### src/rtl/mmf_pkg.sv
// ----------------------------------------------------------------------------
// mmf_pkg - shared types for the multiset mode finder
// Controller states, and the command and status groups that join the
// controller to the datapath.
// ----------------------------------------------------------------------------
package mmf_pkg;

	localparam int DATA_W = 32;

	typedef enum logic [3:0] {
		ST_LOAD,
		ST_COUNT,
		ST_CDRAIN,
		ST_TALLY,
		ST_TDRAIN,
		ST_DECIDE,
		ST_NOMODE,
		ST_ERD,
		ST_ECHK
	} mmf_state_t;

	// Controller to datapath
	typedef struct packed {
		logic in_rdy;       // take input items into the store
		logic pair_issue;   // issue one (i, j) compare pair
		logic scan_issue;   // issue one tally read
		logic idx_inc;      // step the emit index
		logic push_mode;    // load a mode result into the output register
		logic push_nomode;  // load the no-mode result into the output register
		logic finish;       // close the evaluation, empty the store
	} mmf_cmd_t;

	// Datapath to controller
	typedef struct packed {
		logic close;        // closing item offered; transfers while loading
		logic pair_last;    // last compare pair is being issued
		logic idx_last;     // index points at the last stored item
		logic all_eq;       // every stored item reaches the highest count
		logic qual;         // current entry is the first copy of a mode
		logic slot_free;    // output register can take a result
		logic emit_last;    // next mode result is the final one
	} mmf_sts_t;

endpackage

### src/rtl/mmf_ctrl.sv
// ----------------------------------------------------------------------------
// mmf_ctrl - sequencer of the multiset mode finder
// Steps through load, pairwise count, tally, decision and emission phases.
// ----------------------------------------------------------------------------
module mmf_ctrl
	import mmf_pkg::*;
(
	input  logic     clk,
	input  logic     arst_n,
	input  mmf_sts_t sts,
	output mmf_cmd_t cmd
);

	mmf_state_t state_q, state_nx;

	// State register
	always_ff @(posedge clk or negedge arst_n) begin
		if (!arst_n) begin
			state_q <= ST_LOAD;
		end else begin
			state_q <= state_nx;
		end
	end

	// Next state
	always_comb begin
		state_nx = state_q;
		case (state_q)
			ST_LOAD: begin
				if (sts.close) state_nx = ST_COUNT;
			end
			ST_COUNT: begin
				if (sts.pair_last) state_nx = ST_CDRAIN;
			end
			ST_CDRAIN: state_nx = ST_TALLY;
			ST_TALLY: begin
				if (sts.idx_last) state_nx = ST_TDRAIN;
			end
			ST_TDRAIN: state_nx = ST_DECIDE;
			ST_DECIDE: begin
				if (sts.all_eq) state_nx = ST_NOMODE;
				else state_nx = ST_ERD;
			end
			ST_NOMODE: begin
				if (sts.slot_free) state_nx = ST_LOAD;
			end
			ST_ERD: state_nx = ST_ECHK;
			ST_ECHK: begin
				if (!sts.qual) begin
					state_nx = ST_ERD;
				end else if (sts.slot_free) begin
					if (sts.emit_last) state_nx = ST_LOAD;
					else state_nx = ST_ERD;
				end
			end
			default: state_nx = ST_LOAD;
		endcase
	end

	// Commands
	always_comb begin
		cmd = '0;
		case (state_q)
			ST_LOAD:  cmd.in_rdy = 1'b1;
			ST_COUNT: cmd.pair_issue = 1'b1;
			ST_TALLY: cmd.scan_issue = 1'b1;
			ST_NOMODE: begin
				cmd.push_nomode = sts.slot_free;
				cmd.finish      = sts.slot_free;
			end
			ST_ECHK: begin
				cmd.idx_inc   = !sts.qual || sts.slot_free;
				cmd.push_mode = sts.qual && sts.slot_free;
				cmd.finish    = sts.qual && sts.slot_free && sts.emit_last;
			end
			default: cmd = '0;
		endcase
	end

endmodule

### src/rtl/mmf_dpath.sv
// ----------------------------------------------------------------------------
// mmf_dpath - datapath of the multiset mode finder
// Value store, per-item hit counts, pairwise comparator, tallies and the
// output register.
// ----------------------------------------------------------------------------
module mmf_dpath
	import mmf_pkg::*;
#(
	parameter int MAX_ITEMS = 64
) (
	input  logic              clk,
	input  logic              arst_n,
	input  mmf_cmd_t          cmd,
	output mmf_sts_t          sts,
	input  logic              in_valid,
	input  logic [DATA_W-1:0] item_value,
	input  logic              item_last,
	output logic              out_valid,
	input  logic              out_ready,
	output logic [DATA_W-1:0] mode_value,
	output logic              no_mode,
	output logic              overflowed,
	output logic              result_last
);

	localparam int IW = (MAX_ITEMS > 1) ? $clog2(MAX_ITEMS) : 1;
	localparam int CW = $clog2(MAX_ITEMS + 1);

	// Stores
	logic [DATA_W-1:0] val_mem [MAX_ITEMS];
	logic [CW-1:0]     hcnt_mem [MAX_ITEMS];
	logic              hfirst_mem [MAX_ITEMS];

	logic [DATA_W-1:0] a_rd_q, b_rd_q;
	logic [CW-1:0]     hcnt_rd_q;
	logic              hfirst_rd_q;

	logic [CW-1:0]     cnt_q;
	logic              ovf_q;
	logic [IW-1:0]     i_q, j_q;

	logic              cmp_vld_s1, cmp_jlast_s1, cmp_before_s1;
	logic [IW-1:0]     cmp_i_s1;
	logic [CW-1:0]     acc_q, best_q;
	logic              first_q;
	logic              tal_vld_s1;
	logic [CW-1:0]     at_best_q, modes_q, emit_q;

	logic              out_vld_q;
	logic [DATA_W-1:0] mode_value_q;
	logic              no_mode_q, overflowed_q, result_last_q;

	logic              accept, closing, full, eq, first_nx, j_last;
	logic [CW-1:0]     cnt_m1, acc_nx, emit_p1;
	logic [IW-1:0]     last_idx;

	assign accept   = in_valid && cmd.in_rdy;
	assign closing  = accept && item_last;
	assign full     = (cnt_q == CW'(MAX_ITEMS));
	assign cnt_m1   = cnt_q - CW'(1);
	assign last_idx = cnt_m1[IW-1:0];
	assign j_last   = (j_q == last_idx);
	assign eq       = (a_rd_q == b_rd_q);
	assign acc_nx   = acc_q + CW'(eq);
	assign first_nx = first_q && !(eq && cmp_before_s1);
	assign emit_p1  = emit_q + CW'(1);

	// Status toward the controller
	always_comb begin
		sts.close     = in_valid && item_last;
		sts.idx_last  = (i_q == last_idx);
		sts.pair_last = sts.idx_last && j_last;
		sts.all_eq    = (at_best_q == cnt_q);
		sts.qual      = hfirst_rd_q && (hcnt_rd_q == best_q);
		sts.slot_free = !out_vld_q || out_ready;
		sts.emit_last = (emit_p1 == modes_q);
	end

	// Value store: write on load, two registered read ports
	always_ff @(posedge clk) begin
		if (accept && !full) val_mem[cnt_q[IW-1:0]] <= item_value;
		a_rd_q <= val_mem[i_q];
		b_rd_q <= val_mem[j_q];
	end

	// Hit count store: written as each item's count completes
	always_ff @(posedge clk) begin
		if (cmp_vld_s1 && cmp_jlast_s1) begin
			hcnt_mem[cmp_i_s1]   <= acc_nx;
			hfirst_mem[cmp_i_s1] <= first_nx;
		end
		hcnt_rd_q   <= hcnt_mem[i_q];
		hfirst_rd_q <= hfirst_mem[i_q];
	end

	// Fill level and overflow flag of the current set
	always_ff @(posedge clk or negedge arst_n) begin
		if (!arst_n) begin
			cnt_q <= '0;
			ovf_q <= 1'b0;
		end else if (cmd.finish) begin
			cnt_q <= '0;
			ovf_q <= 1'b0;
		end else if (accept) begin
			if (full) ovf_q <= 1'b1;
			else cnt_q <= cnt_q + CW'(1);
		end
	end

	// Scan indexes
	always_ff @(posedge clk or negedge arst_n) begin
		if (!arst_n) begin
			i_q <= '0;
			j_q <= '0;
		end else if (closing) begin
			i_q <= '0;
			j_q <= '0;
		end else if (cmd.pair_issue) begin
			if (j_last) begin
				j_q <= '0;
				i_q <= sts.idx_last ? '0 : i_q + IW'(1);
			end else begin
				j_q <= j_q + IW'(1);
			end
		end else if (cmd.scan_issue || cmd.idx_inc) begin
			i_q <= sts.idx_last ? '0 : i_q + IW'(1);
		end
	end

	// Compare stage: count equal pairs, track first appearance and best count
	always_ff @(posedge clk or negedge arst_n) begin
		if (!arst_n) begin
			cmp_vld_s1    <= 1'b0;
			cmp_jlast_s1  <= 1'b0;
			cmp_before_s1 <= 1'b0;
			cmp_i_s1      <= '0;
			acc_q         <= '0;
			first_q       <= 1'b1;
			best_q        <= '0;
		end else begin
			cmp_vld_s1    <= cmd.pair_issue;
			cmp_jlast_s1  <= j_last;
			cmp_before_s1 <= (j_q < i_q);
			cmp_i_s1      <= i_q;
			if (closing) begin
				acc_q   <= '0;
				first_q <= 1'b1;
				best_q  <= '0;
			end else if (cmp_vld_s1) begin
				if (cmp_jlast_s1) begin
					acc_q   <= '0;
					first_q <= 1'b1;
					if (acc_nx > best_q) best_q <= acc_nx;
				end else begin
					acc_q   <= acc_nx;
					first_q <= first_nx;
				end
			end
		end
	end

	// Tally stage: items at the best count, distinct modes, modes emitted
	always_ff @(posedge clk or negedge arst_n) begin
		if (!arst_n) begin
			tal_vld_s1 <= 1'b0;
			at_best_q  <= '0;
			modes_q    <= '0;
			emit_q     <= '0;
		end else begin
			tal_vld_s1 <= cmd.scan_issue;
			if (closing) begin
				at_best_q <= '0;
				modes_q   <= '0;
				emit_q    <= '0;
			end else begin
				if (tal_vld_s1 && (hcnt_rd_q == best_q)) begin
					at_best_q <= at_best_q + CW'(1);
					if (hfirst_rd_q) modes_q <= modes_q + CW'(1);
				end
				if (cmd.push_mode) emit_q <= emit_p1;
			end
		end
	end

	// Output register: hold a result until its transfer
	always_ff @(posedge clk or negedge arst_n) begin
		if (!arst_n) begin
			out_vld_q <= 1'b0;
		end else if (cmd.push_mode || cmd.push_nomode) begin
			out_vld_q <= 1'b1;
		end else if (out_ready) begin
			out_vld_q <= 1'b0;
		end
	end

	always_ff @(posedge clk) begin
		if (cmd.push_mode) begin
			mode_value_q  <= a_rd_q;
			no_mode_q     <= 1'b0;
			overflowed_q  <= ovf_q;
			result_last_q <= sts.emit_last;
		end else if (cmd.push_nomode) begin
			mode_value_q  <= '0;
			no_mode_q     <= 1'b1;
			overflowed_q  <= ovf_q;
			result_last_q <= 1'b1;
		end
	end

	assign out_valid   = out_vld_q;
	assign mode_value  = mode_value_q;
	assign no_mode     = no_mode_q;
	assign overflowed  = overflowed_q;
	assign result_last = result_last_q;

endmodule

### src/rtl/multiset_mode_finder.sv
// ----------------------------------------------------------------------------
// multiset_mode_finder - most frequent values of a set of 32-bit words
// Loads a set one word per transfer, then emits each distinct mode once,
// in order of first appearance, or one no-mode result.
// ----------------------------------------------------------------------------
// Usage:
//   Input channel (in_valid/in_ready, item_value, item_last) takes one word
//   per cycle while a set is loading; item_last closes the set. Words past
//   MAX_ITEMS are dropped and flagged on every result of that set.
//   Output channel (out_valid/out_ready) gives the results; result_last marks
//   the final one, no_mode marks the single result of a set whose items all
//   share one count.
//   After the closing transfer the block counts pairwise (one compare per
//   cycle on the two read ports of the value store), tallies, decides, then
//   loads a no-mode result, or scans the stored items until the last mode is
//   loaded. in_ready is low during that time and rises again once the final
//   result is loaded.
//   Reset leaves the store empty and the output register empty.
//   When the receiver stalls, the pending result is held in the output
//   register and the emission scan waits; a new set may start loading while
//   the final result of the previous one still waits.
// ----------------------------------------------------------------------------
module multiset_mode_finder
	import mmf_pkg::*;
#(
	parameter int MAX_ITEMS = 64
) (
	input  logic              clk,
	input  logic              arst_n,
	input  logic              in_valid,
	output logic              in_ready,
	input  logic [DATA_W-1:0] item_value,
	input  logic              item_last,
	output logic              out_valid,
	input  logic              out_ready,
	output logic [DATA_W-1:0] mode_value,
	output logic              no_mode,
	output logic              overflowed,
	output logic              result_last
);

	mmf_cmd_t cmd;
	mmf_sts_t sts;

	// Sequencer
	mmf_ctrl u_ctrl (
		.clk    (clk),
		.arst_n (arst_n),
		.sts    (sts),
		.cmd    (cmd)
	);

	// Store, counters and output register
	mmf_dpath #(
		.MAX_ITEMS (MAX_ITEMS)
	) u_dpath (
		.clk         (clk),
		.arst_n      (arst_n),
		.cmd         (cmd),
		.sts         (sts),
		.in_valid    (in_valid),
		.item_value  (item_value),
		.item_last   (item_last),
		.out_valid   (out_valid),
		.out_ready   (out_ready),
		.mode_value  (mode_value),
		.no_mode     (no_mode),
		.overflowed  (overflowed),
		.result_last (result_last)
	);

	assign in_ready = cmd.in_rdy;

endmodule

### config.mk
export PLATFORM = sky130hd
export DESIGN_NAME = multiset_mode_finder
export DESIGN_NICKNAME = d
export VERILOG_FILES = /design/src/rtl/mmf_pkg.sv /design/src/rtl/mmf_ctrl.sv /design/src/rtl/mmf_dpath.sv /design/src/rtl/multiset_mode_finder.sv
export SDC_FILE = /design/constraint.sdc
export NUM_CORES = 2
export LEC_CHECK = 0
export BUFFER_PORTS_ARGS = -buffer_cell sky130_fd_sc_hd__buf_2
export CORE_MARGIN = 5
export CORE_UTILIZATION = 60
export DETAILED_ROUTE_END_ITERATION = 10
export HOLD_SLACK_MARGIN = 0.03
export PLACE_DENSITY = 0.76
export SLEW_MARGIN = 10
export SYNTH_ARGS = -nofsm -noshare
export SYNTH_HDL_FRONTEND = slang
export SYNTH_SLANG_ARGS = --single-unit
### constraint.sdc
create_clock -name clk -period 6.5 [get_ports clk]
set_input_delay 0.325 -clock clk [delete_from_list [all_inputs] [get_ports clk]]
set_output_delay 0.325 -clock clk [all_outputs]
set_load 0.01 [all_outputs]
# Word level (Yosys, flattened, before mapping)
# Memories as Yosys holds them, arrays and structs flattened. A register that Yosys moved wholly into a read port is not among the register bits.
# Index checks and enable logic that the tools add are counted.
totals:
  wordCells: 153
  out_inout_bits: 37
  ramBits: 2560
  memories: 3
  regBits: 106
  in_bits: 37
memory_table:
  columns: ["memory", "depth", "word_bits", "rd", "rd_clocked_by_memory_dff", "write_ports", "line_no", "text"]
  rows:
  - ["u_dpath.val_mem", 64, 32, 2, 2, 1, "mmf_dpath.sv:30", "logic [DATA_W-1:0] val_mem [MAX_ITEMS];"]
  - ["u_dpath.hcnt_mem", 64, 7, 1, 1, 1, "mmf_dpath.sv:31", "logic [CW-1:0] hcnt_mem [MAX_ITEMS];"]
  - ["u_dpath.hfirst_mem", 64, 1, 1, 1, 1, "mmf_dpath.sv:32", "logic hfirst_mem [MAX_ITEMS];"]
op_classes:
  addsub: 8
  order_cmp: 2
  mux: 58
  n_eq_ne: 22
  n_reduce_logical: 39
op_table:
  columns: ["cell", "count"]
  rows:
  - ["7-bit 2-to-1 mux", 17]
  - ["32-bit 2-to-1 mux", 2]
  - ["6-bit 2-to-1 mux", 8]
  - ["4-bit case mux with 9 select lines", 1]
  - ["32-bit equality test", 1]
  - ["7-bit by 1-bit adder with 7-bit output (second input constant)", 4]
  - ["4-bit 2-to-1 mux", 6]
  - ["2-bit nonzero test", 11]
  - ["7-bit equality test", 3]
  - ["1-bit 2-to-1 mux", 21]
  - ["4-bit by 3-bit equality test with 1-bit output (second input constant)", 4]
  - ["6-bit by 1-bit adder with 6-bit output (second input constant)", 2]
  - ["6-bit equality test", 2]
  - ["1-bit logical AND", 12]
  - ["4-bit by 2-bit equality test with 1-bit output (second input constant)", 2]
  - ["2-bit AND reduction", 4]
  - ["7-bit by 1-bit adder with 7-bit output", 1]
  - ["7-bit equality test (second input constant)", 1]
  - ["7-bit greater-than comparator", 1]
  - ["6-bit < comparator", 1]
  - ["2-bit inequality test (second input constant)", 3]
  - ["3-bit inequality test (second input constant)", 2]
  - ["6-bit by 1-bit subtractor with 6-bit output (second input constant)", 1]
  - ["5-bit AND reduction", 1]
  - ["other kinds (11)", 18]

# Logic depth before layout (Yosys ltp)
logic_depth:
  depth_word: 9
  mapped_depth: 15
  mapped_depth_nobuf: 15

# Hierarchy
# Synthesis repeated with hierarchy kept, for this count alone.
unflattened:
  hier_cells: 5506
  area_unflattened_um2: 120593.2
modules_own_cells:
  columns: ["module", "instances", "area_each_um2", "cells_each"]
  rows:
  - ["mmf_dpath", 1, 120155.2, 5451]
  - ["mmf_ctrl", 1, 437.9, 55]

# Worst setup path before layout
# OpenSTA, ideal clock, no wires.
synth_timing:
  path_kind: "register to register"
  from: "register u_dpath.b_rd_q[13], read port of u_dpath.val_mem"
  to: "register u_dpath.best_q[3]"
  slack_ns: 1.292
  arrival_ns: 5.076
  path_stages_with_launch: 16
  required_time_ns: 6.368
  path_buffers: 0
  path_cell_list: "dfxtp_1 > xor2_1 > nor4_1 > nand4_1 > nor2_1 > ha_1 > ha_1 > and3_1 > nand3_1 > xnor2_1 > ha_1 > nand3_1 > nor2_1 > a211oi_2 > mux2i_1 > nor2_1"
synth_via:
  word_cells_on_any_way: 9
synth_lines:
  columns: ["item", "line_no", "text"]
  rows:
  - ["start, declared", "mmf_dpath.sv:34", "logic [DATA_W-1:0] a_rd_q, b_rd_q;"]
  - ["32-bit equality test", "mmf_dpath.sv:63", "assign eq = (a_rd_q == b_rd_q);"]
  - ["7-bit by 1-bit adder with 7-bit output", "mmf_dpath.sv:64", "assign acc_nx = acc_q + CW'(eq);"]
  - ["net u_dpath.acc_nx[6]", "mmf_dpath.sv:54", "logic [CW-1:0] cnt_m1, acc_nx, emit_p1;"]
  - ["7-bit greater-than comparator", "mmf_dpath.sv:153", "if (acc_nx > best_q) best_q <= acc_nx;"]
  - ["2-bit nonzero test (no source line)", null, null]
  - ["3-bit AND reduction (no source line)", null, null]
  - ["end signal, assigned", "mmf_dpath.sv:153", null]
  - ["end, declared", "mmf_dpath.sv:44", "logic [CW-1:0] acc_q, best_q;"]
# The timed path passes the listed nets, and every way through them passes these cells. The select of a mux whose other input is x is not followed.
# A chain may end at the register's enable or synchronous reset.

# Final worst setup path
layout_timing:
  from: "register u_dpath.b_rd_q[18], read port of u_dpath.val_mem"
  to: "register u_dpath.best_q[6]"
layout_via:
  elab_chain_cells: 6
  word_cells_on_any_way: 9
layout_rtl:
  columns: ["item", "line_no"]
  rows:
  - ["32-bit equality test *", "mmf_dpath.sv:63"]
  - ["7-bit by 1-bit adder with 7-bit output *", "mmf_dpath.sv:64"]
  - ["net u_dpath.acc_nx[6]", "mmf_dpath.sv:54"]
  - ["parallel branches: the longest is 4 deep, another holds 7-bit greater-than comparator", null]
# Mark *: on every way through the listed nets, which the timed path passes. The select of a mux whose other input is x is not followed.

==> qor.csv <==
stage,metric,value,unit
outcome,status,"complete, but fails checks",
outcome,failing checks,design-rule violations,
synth,sequential share of the synthesized area,67.3,%
clock_tree,clock sinks,2738,
routing,WL final,358000,um
clock_tree,CTS tree,yes,
routing,DRT antenna net count,0,
synth,Post-Syn Nets,5439,
synth,post-synthesis cell area,121000,um2
floorplanning,Cell Rows,164,
sta,period utilization,75.1,%
sta,Worst slew margin,12.3,%
sta,Setup-failing EPs final,0,
synth,mean area per synthesized cell,22.4,um2
synth,Cells after Synth,5381,
place,dpl cell area,125000,um2
synth,ranking of synthesized cells by area,"edfxtp_1 65%, mux4_2 28%, dfrtp_1 1.5%",
global_route,first-pass GRT wire length,504000,um
sta,RSZ-0062 raised after global routing,false,
clock_tree,CTS H-tree lvls,5,
sta,Final TNS setup,0,ns
flow_run,max-cap violation count,0,
synth,"EDFF count, synth",2594,
place,post-DP HPWL,202000,um
floorplanning,core area,200000,um2
critical_path,sum of buffers and inverters on the critical path,1,
finish,Reg area,81200,um2
routing,Vias,65658,
critical_path,worst-path fanout max,7,
critical_path,CP required,7.33,ns
sta,f_max,205,MHz
critical_path,CP max stage cell,nor2_1,
sta,Final Slew Violations,0,
global_route,grt ovf,0,
finish,area of the multi-input gates,38400,um2
critical_path,CP peak stage delay,0.68,ns
sta,Tmin final,4.88,ns
synth,synth cell count leaders,"2,594 x edfxtp_1, 1,488 x mux4_2, 210 x clkbuf_1, 186 x nor2_1, 143 x nand2_1",
critical_path,crit path kind,reg -> reg,
clock_tree,Root Buffer,clkbuf_16,
floorplanning,initial core utilization,60.4,%
synth,Synth warnings,0,
routing,Pre-antenna DRT Iters,9,
place,GPL Wtd Cong,0.858,
global_route,vias in the first global route,65186,
global_route,largest net degree at the start of global routing,131,
clock_tree,maximum buffer depth of the clock tree,4,
critical_path,CP arrival,5.71,ns
synth,synth unique cells,62,
synth,top-area cell type share of the netlist area,64.6,%
finish,nets@finish,5585,
clock_tree,Worst-path clk slew,0.06,ns
routing,Starting DRT DRC Count,11547,
finish,cell area after layout,134000,um2
floorplanning,I/O pin count,74,
routing,DRC violations left,1,
clock_tree,Post-CTS Resized,0,
routing,routed length per instance,42.5,um
finish,Area growth syn-to-layout,11.2,%
finish,Finished Layout Cells,8416,
sta,Tightest Pin Transition,1.31,ns
power,leakage,41.6,nW
place,port buffer count,73,
sta,Final Skew,0.0635,ns
critical_path,CP cell instances,xor2_1 > nor4_1 > buf_4 > nand4_1 > nor2_1 > ha_2 > ha_2 > and3_1 > nand3_1 > xnor2_2 > ha_1 > nand3_1 > o21bai_1 > a211oi_2 > mux2i_1 > nor2_1,
min_path,Hold Crit Class,in -> reg,
synth,"Async S/R FF share, synth",2.59,%
critical_path,CP top delay family,simple AND/OR/NAND/NOR gates,
critical_path,Setup crit start kind,register,
synth,number of synthesized register bits,2738,
sta,Fin. Hold Viols,0,
synth,Main synth FF type,edfxtp_1,
global_route,antenna violations before repair,36,
floorplanning,width of the chip,458,um
routing,Via density,7.80,
finish,fill count,12023,
floorplanning,die height,458,um
clock_tree,CTS buffer count,295,
global_route,GRT Resource Usage Total,34.4,%
power,VDD IR max,0.429,mV
synth,most frequent cell after synthesis,edfxtp_1,
place,placed cell count,7881,
finish,layout cells sized above 1,38.5,%
critical_path,Critical Path Sink Type,register,
synth,Yosys top cell by area,edfxtp_1,
clock_tree,clk_lat worst skew,0.95,ns
floorplanning,Die ar.,210000,um2
power,Pwr Density,433,nW/um2
## state kept, by name, indices dropped and copies added, names as in the netlist, 32 cells and up
register,cells
u_dpath.mode_value,32
u_dpath.b_rd_q,32
u_dpath.hcnt_mem,448
u_dpath.val_mem,2048
u_dpath.hfirst_mem,64
u_dpath.a_rd_q,32
## report_power, final
| part | leakage, nW | switching (mW) | internal (mW) |
|---|---|---|---|
| registers | 25.2 | 1.14 | 20.3 |
| logic | 11.9 | 10.5 | 9.94 |
| clock network | 4.46 | 6.75 | 9.51 |
| total | 41.6 | 18.4 | 39.7 |
## cell families (layout without fill, tap and decap cells)
group / after synthesis / in the layout / synth area share (%)
flops: 2738 / 2738 / 67.3
mux: 1498 / 1498 / 27.9
simple gates: 515 / 515 / 2.00
buf+inv: 409 / 764 / 1.41
compound gates: 109 / 109 / 0.594
xor+xnor: 91 / 91 / 0.661
fa+ha+maj: 21 / 21 / 0.218
other cells: 0 / 24 / 0
## cells in the final DEF, fill, tap and decap left out, drive strengths merged, types with 35 or more instances in the layout
master and count:
and3 35, nor2 187, clkinv 99, clkbuf 375, dfxtp 73, buf 231
and2 36, xnor2 36, nand2 143, edfxtp 2594, mux4 1488, xor2 55
dfrtp 70
## final timing paths
kind	start	endpoint	slack, ns	cells after the start
max in group asynchronous	arst_n	u_dpath.j_q[3]$_DFFE_PN0P_	5.63	2
worst max-delay path	u_dpath.b_rd_q[18]$_DFF_P_	u_dpath.best_q[6]$_DFFE_PN0P_	1.62	16
worst max register to register	u_dpath.b_rd_q[18]$_DFF_P_	u_dpath.best_q[6]$_DFFE_PN0P_	1.62	16
worst min register to register	u_dpath.no_mode$_SDFFE_PP0P_	u_dpath.no_mode$_SDFFE_PP0P_	0.45	2
min in group asynchronous	arst_n	u_dpath.modes_q[3]$_DFFE_PN0P_	0.11	2
worst min-delay path	item_value[19]	u_dpath.val_mem[47][19]$_DFFE_PP_	0.10	1
## final cells by class
type                       instances  share of cell area, %
timing repair buffer             236                   1.45
tap                             2656                   2.48
clock inverter                   131                  0.916
multi-input combinational       2234                   28.6
inverter                          22                 0.0728
antenna                           24                 0.0448
sequential                      2738                   60.5
clock buffer                     375                   5.90
## metrics by stage
step | total power, mW | setup slack [ns] | util, % | hold WS, ns
after global placement | 41.7 | 1.73 | 62.5 | 0.442
after detailed placement | 41.8 | 1.71 | 62.5 | 0.444
after global routing | 59.9 | 1.52 | 67.1 | 0.119
final | 58.1 | 1.62 | 67.1 | 0.104
after CTS | 58.0 | 1.64 | 67.1 | 0.0434
after floorplan | 35.6 | 1.29 | - | 0.0294
## per-layer routing
| metal | wire, um | share of wire (%) | track usage, % |
|---|---|---|---|
| met1 | 120000 | 33 | 47.1 |
| met2 | 164000 | 46 | 50.9 |
| met3 | 51800 | 14 | 10.7 |
| met4 | 22300 | 6.2 | 17.9 |
| met5 | 218 | 0.061 | 0.407 |
## worst reg2reg max path: cells and delay by family, from the launching register on
family,cells,cell delay [ns]
compound gates,2,0.84
xor+xnor,2,0.33
fa+ha+maj,3,0.93
buf+inv,1,0.24
flops,1,0.31
mux,1,0.29
simple gates,7,1.81
## what timing repair did
| action | in CTS | in global routing |
|---|---|---|
| hold buffers | 5 | 0 |
| setup buffers | 0 | 0 |
| hold endpoints to repair | 84 | 0 |
(Power assumes the default switching activity.)
